==> src/hpt_pkg.sv <==
`timescale 1ns / 1ps
package hpt_pkg;
    // matrix order, number of output lanes, quotient bits
    localparam int DIM   = 4;
    localparam int LANES = 3;
    localparam int QBITS = 32;
    localparam int IDX_W = 4;
    localparam int PT_W  = 32;

    // opcodes carried on s_tuser
    localparam logic OP_LOAD  = 1'b0;
    localparam logic OP_XFORM = 1'b1;

    // config register indexes
    localparam logic REG_MIN_T = 1'b0;

    // control traveling with each pipeline stage
    typedef struct packed {
        logic             valid;
        logic             degenerate;
        logic [LANES-1:0] neg;
        logic [LANES-1:0] sat;
    } hpt_ctrl_t;
endpackage

==> src/hpt_div_step.sv <==
`timescale 1ns / 1ps
module hpt_div_step import hpt_pkg::*; #(
    parameter int AW = 66
) (
    input  logic                        aclk,
    input  logic                        aresetn,
    input  logic                        en,
    input  hpt_ctrl_t                   in_ctrl,
    input  logic [AW-1:0]               in_den,
    input  logic [LANES-1:0][AW-1:0]    in_rem,
    input  logic [LANES-1:0][QBITS-1:0] in_lo,
    output hpt_ctrl_t                   out_ctrl,
    output logic [AW-1:0]               out_den,
    output logic [LANES-1:0][AW-1:0]    out_rem,
    output logic [LANES-1:0][QBITS-1:0] out_lo
);
    hpt_ctrl_t                   ctrl_reg;
    logic [AW-1:0]               den_reg;
    logic [LANES-1:0][AW-1:0]    rem_reg;
    logic [LANES-1:0][QBITS-1:0] lo_reg;
    logic [LANES-1:0][AW:0]      trial;
    logic [LANES-1:0][AW:0]      diff;
    logic [LANES-1:0]            ge;

    // one restoring step per lane: quotient bit shifts in at the bottom of lo
    always_comb begin
        for (int l = 0; l < LANES; l++) begin
            trial[l] = {in_rem[l], in_lo[l][QBITS-1]};
            diff[l]  = trial[l] - {1'b0, in_den};
            ge[l]    = trial[l] >= {1'b0, in_den};
        end
    end

    always_ff @(posedge aclk) begin
        if (!aresetn) begin
            ctrl_reg <= '0;
        end else if (en) begin
            ctrl_reg <= in_ctrl;
        end
    end

    always_ff @(posedge aclk) begin
        if (en) begin
            den_reg <= in_den;
            for (int l = 0; l < LANES; l++) begin
                rem_reg[l] <= ge[l] ? diff[l][AW-1:0] : trial[l][AW-1:0];
                lo_reg[l]  <= {in_lo[l][QBITS-2:0], ge[l]};
            end
        end
    end

    assign out_ctrl = ctrl_reg;
    assign out_den  = den_reg;
    assign out_rem  = rem_reg;
    assign out_lo   = lo_reg;
endmodule

==> config.mk <==
export PLATFORM = sky130hd
export DESIGN_NAME = hpt_div_step
export DESIGN_NICKNAME = d
export VERILOG_FILES = /design/src/hpt_pkg.sv /design/src/hpt_div_step.sv
export SDC_FILE = /design/constraint.sdc
export NUM_CORES = 1
export LEC_CHECK = 0
export BUFFER_PORTS_ARGS = -buffer_cell sky130_fd_sc_hd__buf_4
export CAP_MARGIN = 20
export CORE_ASPECT_RATIO = 0.6
export CORE_UTILIZATION = 37
export DETAILED_ROUTE_END_ITERATION = 8
export PLACE_DENSITY_LB_ADDON = 0.05
export SLEW_MARGIN = 0
export SYNTH_ARGS = -nofsm -noshare
export SYNTH_HDL_FRONTEND = slang
export SYNTH_SLANG_ARGS = --single-unit
==> constraint.sdc <==
create_clock -name aclk -period 4.6 [get_ports aclk]
set_input_delay 0.69 -clock aclk [delete_from_list [all_inputs] [get_ports aclk]]
set_output_delay 0.69 -clock aclk [all_outputs]
set_load 0.05 [all_outputs]
==> results.md <==
* Clk sinks at 368
* Fin. max-slew vios at 0
* Adder-Cell Fraction of Synth Area at 10.0%
* Outcome: finished clean
* Worst path arrival time at 4690 ps
* Met3 capacity usage during global routing at 8.76%
* Die width at 340 um
* Number of library cell types mapped by synthesis at 87
* Antenna violations before repair at 16
* Final nets at 4000
* Largest family of logic cells by synthesized area: compound AO/OA/AOI/OAI gates
* CTS H-Tree Depth at 2
* Clock Skew at 0 ps
* Most frequent cell after synthesis: edfxtp_1
* Post-CTS Setup Inserts at 0
* Reg power frac at 34.4%
* Tightest Pin Transition at 998 ps
* Final setup vio count at 0
* CP delay by family, top: compound AO/OA/AOI/OAI gates
* Gr busiest metal: met1
* # hold bufs at CTS at 0
* Post-synth top area share at 42.6%
* Combinational share of power at 40.1%
* Ys async rst share at 0%
* Via Count at 24417
* Placed cell count at 4286
* CTS tree: yes
* Vias in the first global route at 22889
* CP Buf/Inv Count at 4
* Post-route setup slack at 240 ps
* I/O pin total at 739
* Largest area contributor in the netlist: edfxtp_1
* Top cells by count, synth: edfxtp_1, nand2_1, o21ai_0
* Grt met1 use at 45.9%
* Post-DR vias/cell at 5.60
* Clock Latency Late Sink at 570 ps
* Highest-delay cell along the critical path: fa_1
* Die height at 205 um
* Clock buffer depth at 3
* CTS clock-pin slew for the worst setup and hold paths at 70 ps
* Slew HR at 33.4%
* Multiplexer share of the synthesized area at 1.34%
* Static Leak at 14.6 nW
* Share of cells above drive strength 1 at 27.8%
* PwrDens at 377 nW/um2
* Row count at 73
* Final GP Congestion at 0.958
* Switch share at 39.7%
* Internal power at 7.66 mW
* Max Freq at 229 MHz
* All-Layer GR Usage at 29.6%
* Met2 usage at 39.8%
* Antenna Nets Post-Route at 0
* Crit-path max FO at 6
* DR DRC count at 0
* CTS buffer count at 40
* Initial core utilization at 37.9%
* Pin count of the biggest net entering global routing at 109
* Overflow after GRT at 0
* Synth area leaders: edfxtp_1, ha_1, o21ai_0, nand2_1, a21oi_1
* Startpoint types: primary input
* Crit share post-route at 94.8%
* Detailed Route WL at 108 mm
* Req. time, crit path at 4930 ps
* Final min period at 4360 ps
* PortBufs at 738
* Clk root buf: clkbuf_16
* Synthesized area at 25400 um2
* EDFF count, synth at 360
* Sequential cell area fraction in the yosys report at 43.2%
* TritonRoute pass-1 iters at 7
* Total number of yosys warnings at 0
* Dpl ws at -48.9 ps
* Clk pwr share at 25.5%
* Die ar. at 69700 um2
* Compound-Gate Fraction of Synth Area at 21.3%
* Resized Gates After CTS at 0
* WL per Instance at 24.7 um
* Post-Synthesis Cells at 2650
* Synth Area in XOR/XNOR at 6.49%
* Worst vdd ir at 0.000297 V
* FF+latch count, synth at 368
* Initial DRC count at 2600
* Max cap viols at 0
* First-pass GRT wire length at 151 mm
* Switching pwr at 5.06 mW
* Crit Path Class: in2reg
* Post-Layout Cell Count at 4361
* CP max stage delay at 510 ps
* Critical path cell sequence: buf_4, inv_1, fa_1, a211oi_1, o21ai_0, buf_4, nand3_1, o2111ai_1, o21ai_0, buf_4, o21a_1, o21ai_0, a41oi_1, o21bai_1, xnor2_1, o21ai_0
* Fin. Hold Viols at 0
* Detailed Place HPWL at 89.8 mm
* Main flop type after synthesis: edfxtp_1
* RSZ-0062 raised after global routing: no
* Simple-gate portion of the synthesized area at 13.5%
* Avg Inst Size Synth at 9.58 um2
* Area Growth Syn to Fin at 33.0%
* Setup crit end kind: flop
* Hold/Removal Path Class: in2reg
* Synth Net Count at 3222
* Worst path most repeated cell: o21ai_0
* Core Region at 67000 um2
==> cell type report <==
type	instances	area, um2
fill	6372	33300
clock buffer	51	1060
multi-input combinational	2032	13400
clock inverter	20	173
timing repair buffer	851	6520
inverter	135	507
antenna	4	10.0
sequential	368	11000
tap	900	1130
==> cells by family (layout without fill, tap and decap cells) <==
group,count (synthesis),after routing
xor+xnor,188,188
other cells,0,4
fa+ha+maj,201,201
flops,368,368
buf+inv,250,1057
simple gates,736,736
compound gates,878,878
mux,29,29
==> layout by cell type (no fill, tap or decap), drive strengths merged, types with 7 or more instances in the layout <==
cell	instances
buf	851
edfxtp	360
nand2	337
o21ai	298
a21oi	236
ha	198
inv	137
nor2	130
a21o	108
xnor2	99
xor2	89
nand4	60
o21bai	55
clkbuf	51
nand3	45
nor3	30
nor2b	27
a31oi	27
nand2b	21
and2	20
o21a	19
mux2	19
o31ai	16
and3	16
a211oi	14
a21boi	13
nor4	13
clkinv	13
o211ai	12
mux2i	10
dfxtp	8
a41oi	8
or3	7
a221oi	7
o41ai	7
==> through the flow <==
stage | setup TNS, ps | hold slack, ps | utilization [%] | instance area (um2) | power [mW]
3_5_place_dp | -48.9 | 509 | 48.5 | 32500 | 9.47
6_report | 0 | 273 | 50.4 | 33800 | 12.7
2_1_floorplan | 0 | 744 | - | 25400 | 7.59
5_1_grt | 0 | 255 | 50.4 | 33800 | 13.2
4_1_cts | 0 | 246 | 50.3 | 33700 | 12.7
3_3_place_gp | -62.9 | 504 | 48.5 | 32500 | 9.47
==> per-layer routing <==
layer,vias to the layer above,wire (um)
met1,11807,51600
met5,-,90
met3,104,11400
met4,14,1630
li1,11344,-
met2,1148,42900
==> worst paths after layout <==
kind / from / endpoint / slack (ps) / depth (start not counted)
max reg2reg: out_ctrl[4] / out_ctrl[4] / 3970 / 2
min reg2reg: out_ctrl[2] / out_ctrl[2] / 520 / 2
min: in_den[9] / out_den[9] / 270 / 1
max: in_den[1] / out_rem[56] / 240 / 16
==> registers in the layout, indices dropped and copies added (netlist names) <==
name,count
out_rem,198
out_lo,96
out_den,66
out_ctrl,8
==> power by group through the flow <==
stage          sequential [mW]  clock (mW)  combinational, mW
2_1_floorplan             5.84           0               1.74
3_3_place_gp              4.44           0               5.03
3_5_place_dp              4.43           0               5.03
4_1_cts                   4.38        3.29               5.06
5_1_grt                   4.41        3.41               5.39
6_report                  4.37        3.24               5.10
(Power assumes the default switching activity.)
