$ cat config.mk
export PLATFORM = sky130hd
export DESIGN_NAME = hpt_prep
export DESIGN_NICKNAME = d
export VERILOG_FILES = /design/src/hpt_pkg.sv /design/src/hpt_prep.sv
export SDC_FILE = /design/constraint.sdc
export NUM_CORES = 1
export LEC_CHECK = 0
export BUFFER_PORTS_ARGS = -buffer_cell sky130_fd_sc_hd__buf_2
export CORE_AREA = 5 5 257 259
export DETAILED_ROUTE_END_ITERATION = 8
export DIE_AREA = 0 0 262 264
export GPL_TIMING_DRIVEN = 1
export PLACE_DENSITY_LB_ADDON = 0.1
export SETUP_SLACK_MARGIN = 0.15
export SLEW_MARGIN = 20
export SYNTH_ARGS = -nofsm -noshare
export SYNTH_HDL_FRONTEND = slang
export SYNTH_SLANG_ARGS = --single-unit
$ cat constraint.sdc
create_clock -name aclk -period 6.4 [get_ports aclk]
set_input_delay 0.96 -clock aclk [delete_from_list [all_inputs] [get_ports aclk]]
set_output_delay 0.96 -clock aclk [all_outputs]
set_load 0.01 [all_outputs]
$ cat src/hpt_pkg.sv
`timescale 1ns / 1ps
package hpt_pkg;
    // matrix order, number of output lanes, quotient bits
    localparam int DIM   = 4;
    localparam int LANES = 3;
    localparam int QBITS = 32;
    localparam int IDX_W = 4;
    localparam int PT_W  = 32;

    // opcodes carried on s_tuser
    localparam logic OP_LOAD  = 1'b0;
    localparam logic OP_XFORM = 1'b1;

    // config register indexes
    localparam logic REG_MIN_T = 1'b0;

    // control traveling with each pipeline stage
    typedef struct packed {
        logic             valid;
        logic             degenerate;
        logic [LANES-1:0] neg;
        logic [LANES-1:0] sat;
    } hpt_ctrl_t;
endpackage

$ cat src/hpt_prep.sv
`timescale 1ns / 1ps
module hpt_prep import hpt_pkg::*; #(
    parameter int AW        = 66,
    parameter int FRAC_BITS = 16
) (
    input  logic                       aclk,
    input  logic                       aresetn,
    input  logic                       en,
    input  logic                       in_valid,
    input  logic [DIM-1:0][AW-1:0]     in_acc,
    input  logic [30:0]                min_t,
    output hpt_ctrl_t                  out_ctrl,
    output logic [AW-1:0]              out_den,
    output logic [LANES-1:0][AW-1:0]   out_rem,
    output logic [LANES-1:0][QBITS-1:0] out_lo
);
    localparam int LW = AW + 32 + FRAC_BITS;
    localparam int NW = AW + FRAC_BITS;
    localparam int OW = AW + QBITS;

    logic [AW-1:0]              t_abs;
    logic [LANES-1:0][AW-1:0]   r_abs;
    logic [LANES-1:0][NW-1:0]   num;
    hpt_ctrl_t                  ctrl_next;
    hpt_ctrl_t                  ctrl_reg;
    logic [AW-1:0]              den_reg;
    logic [LANES-1:0][AW-1:0]   rem_reg;
    logic [LANES-1:0][QBITS-1:0] lo_reg;

    assign t_abs = in_acc[DIM-1][AW-1] ? AW'(-in_acc[DIM-1]) : in_acc[DIM-1];

    // magnitudes, signs, degenerate and overflow checks
    always_comb begin
        ctrl_next.valid      = in_valid;
        ctrl_next.degenerate = LW'(t_abs) <= (LW'(min_t) << FRAC_BITS);
        for (int l = 0; l < LANES; l++) begin
            r_abs[l] = in_acc[l][AW-1] ? AW'(-in_acc[l]) : in_acc[l];
            num[l]   = NW'(r_abs[l]) << FRAC_BITS;
            ctrl_next.neg[l] = in_acc[l][AW-1] ^ in_acc[DIM-1][AW-1];
            ctrl_next.sat[l] = OW'(r_abs[l]) >= (OW'(t_abs) << (QBITS - FRAC_BITS));
        end
    end

    always_ff @(posedge aclk) begin
        if (!aresetn) begin
            ctrl_reg <= '0;
        end else if (en) begin
            ctrl_reg <= ctrl_next;
        end
    end

    always_ff @(posedge aclk) begin
        if (en) begin
            den_reg <= t_abs;
            for (int l = 0; l < LANES; l++) begin
                rem_reg[l] <= AW'(num[l][NW-1:QBITS]);
                lo_reg[l]  <= num[l][QBITS-1:0];
            end
        end
    end

    assign out_ctrl = ctrl_reg;
    assign out_den  = den_reg;
    assign out_rem  = rem_reg;
    assign out_lo   = lo_reg;
endmodule

==> run_results.csv <==
group,metric,value,unit
power,p_leak,10.1,nW
final_layout,drive_above_1_share,0.291,
synthesis,synth_top_family_by_area,"simple AND/OR/NAND/NOR gates",
worst_setup_path,cp-startpoint,"in_acc[198]",
clocking,clock_sinks,272,
floorplan,ios,667,
global_route,grt_pass1_vias,17100,
route,wl_per_cell,24.4,um
global_route,grt_max_degree,125,
synthesis,synth-xor-area-share,0.116,
min_path,whs_path_depth,2,
clocking,cts.reportedPaths.clkPinSlew,0.06,ns
synthesis,synth-adder-area-share,0.121,
timing,maxSlewViolCount,0,
floorplan,die_area,0.0692,sq mm
clocking,cts_tree,"done",
timing,rsz0062_at_grt,"false",
synthesis,yosys.cell_types.count,69,
route,antenna_left,0,
global_route,track_usage,0.223,
floorplan,initial_core_util,0.301,
clocking,root_buffer,"clkbuf_16",
timing,worst_clock_skew,0,ns
route,wl,81100,um
route,firstDrtPassIters,5,
min_path,hp-start,"out_ctrl[2]",
worst_setup_path,critPathLaunchType,"input pin",
synthesis,synth_simple_gate_area_share,0.137,
synthesis,synth_edf_count,264,
worst_setup_path,r2r_cells,1,
clocking,insertion_delay,0.55,ns
global_route,grt_use_met1,0.273,
global_route,grt_pass1_wl,114000,um
clocking,htree_levels,2,
timing,tns,0,ns
run_status,status,"complete, no violations",
power,power.density,240,mW/mm^2
timing,fin_crit,5.81,ns
global_route,antenna_found_initial,27,
clocking,cts_hold_buf,0,
worst_setup_path,critPathCaptureType,"flop",
timing,setup_slack,0.593,ns
timing,max_slew_margin,0.344,
synthesis,ys.flop_type,"edfxtp_1",
synthesis,netlist_top_cells_count,"edfxtp_1 (264), xnor2_1 (233), ha_1 (186)",
global_route,overflow,0,
clocking,cts_resized,0,
synthesis,syn_area_per_cell,10.6,sq um
route,first_iter_violations,1019,
synthesis,synthesis.area,0.0192,sq mm
synthesis,ys_seq_elements,272,
placed_design,gp_congestion,0.934,
synthesis,synthArstFlopShare,0,
worst_setup_path,critPathArrivalTime,6.28,ns
synthesis,synth-compound-area-share,0.133,
final_layout,n_fill_cell,6449,
floorplan,die_w,262,um
synthesis,yosysWarnings,0,
worst_setup_path,cp_max_fo,7,
worst_setup_path,rrSetupSlack,5.76,ns
clocking,post_cts_buffers,0,
timing,worstMarginPinSlew,0.976,ns
placed_design,hpwl,68800,um
synthesis,synth.top_cell.area_share,0.413,
synthesis,yosys.area.top_type,"edfxtp_1",
global_route,grt.met2_usage,0.384,
placed_design,dp_slack,0.0303,ns
placed_design,io_buffer_count,570,
worst_setup_path,critical_path_class,"input pin to flop",
floorplan,placementRows,93,
flow_run,maxCapViolations,0,
route,drt-vias-per-instance,5.04,
final_layout,area_growth,26.1,%
power,ir_worst_vdd,0.151,mV
min_path,holdCritPathClass,"flop to flop",
clocking,clock_path_buffers,3,
synthesis,yosys-top-cells-area,"edfxtp_1 (41%), ha_1 (12%), xnor2_1 (11%), buf_4 (3.8%), o31ai_1 (3.0%)",
clocking,cts_made_buffers,37,
power,finalPower,5.80,mW
worst_setup_path,worstReg2RegStart,"out_ctrl[4]",
route,vias,16700,
timing,setup_viol,0,
synthesis,synth_cells,1815,
synthesis,synth.area.mux_share,0.00326,
synthesis,yosysMostFrequentCell,"edfxtp_1",
timing,timing.fmax,172,MHz
global_route,met3_usage,0.0681,
floorplan,die-height,264,um
global_route,grt.busiest_layer,"met2",
synthesis,seq_area_frac_synth,0.422,
route,drcViolationCount,0,
worst_setup_path,required,6.88,ns
floorplan,core_area,0.0636,sq mm
final_layout,fin_nets,2911,
timing,hold_viol,0,
timing,finalCritPeriodShare,0.907,
final timing paths:
check / to
worst max-delay path: out_ctrl[1]
worst min-delay path: out_ctrl[2]
worst max register to register: out_ctrl[4]
worst min register to register: out_ctrl[2]
placed cells by master (no fill, tap or decap), types with 8 or more instances in the layout:
| cell | count |
|---|---|
| o41ai_1 | 35 |
| nor2b_1 | 10 |
| nor4_1 | 34 |
| nand2_1 | 106 |
| xnor2_1 | 233 |
| ha_1 | 186 |
| o21ai_1 | 8 |
| or3_1 | 38 |
| a211oi_1 | 8 |
| diode_2 | 10 |
| dfxtp_1 | 8 |
| o21ai_0 | 101 |
| o31ai_1 | 77 |
| inv_1 | 102 |
| or2_2 | 15 |
| edfxtp_1 | 264 |
| a21oi_1 | 57 |
| nor2_1 | 57 |
| clkbuf_16 | 39 |
| buf_2 | 569 |
| a21o_1 | 49 |
| or4_1 | 36 |
| conb_1 | 96 |
| nor3_1 | 32 |
| nand3_1 | 23 |
| xor2_1 | 22 |
| nand4_1 | 58 |
| buf_4 | 50 |
| nand2b_1 | 19 |
state kept, by name, indices dropped and copies added, names as in the netlist:
register  flops
out_den      66
out_rem     150
out_ctrl      8
out_lo       48
metrics by stage:
stage	instances	cell area [sq um]	util	hold WS, ns
after floorplan	1910	19500	-	0.471
after global placement	3242	23000	0.361	0.439
after detailed placement	3242	23000	0.361	0.445
after CTS	3309	24200	0.380	0.454
after global routing	3314	24200	0.380	0.477
final	3319	24200	0.380	0.453
kinds of logic after synthesis:
family / Yosys count
other: 1
AOI/OAI and AO/OA: 380
buffers and inverters: 246
DFF: 272
xor gates and xnor gates: 255
adders and majority gates: 186
and+or+nand+nor: 469
muxes: 6
report_power, final:
part | internal (mW) | total (mW) | switching, mW
logic | 0.550 | 1.47 | 0.915
registers | 2.18 | 2.24 | 0.0625
clock network | 1.25 | 2.09 | 0.833
total | 3.99 | 5.80 | 1.81
worst max-delay path, cell delays in order:
cell and delay [ns]:
buf_2 0.14, inv_1 0.09, ha_1 0.19, or3b_2 0.46, or3_1 0.44, or3_1 0.48, nor2_1 0.17, nand2_1 0.19
o41ai_1 0.37, xnor2_1 0.25, inv_1 0.20, ha_1 0.35, nand4_1 0.11, nor4_1 0.30, buf_4 0.19, nand4_1 0.14
or4_1 0.43, nor3_1 0.12, nor4bb_1 0.30, buf_4 0.19, nor4b_1 0.05, o21ai_1 0.13
metal layers:
layer,routed length (um),up-vias
li1,-,7902
met1,33000,8134
met2,39300,547
met3,6620,125
met4,1960,32
met5,241,-
cell type report:
class / instances / area [sq um] / share of cell area
multi-input cells: 1392 / 10200 / 0.420
clock inverters: 19 / 171 / 0.00709
well taps: 855 / 1070 / 0.0442
diodes: 10 / 25.0 / 0.00103
inverters: 102 / 383 / 0.0158
repair buffers: 621 / 3260 / 0.135
flip-flops and latches: 272 / 8090 / 0.334
clock buffers: 48 / 1030 / 0.0426
Power figures use the tool's default switching activity.
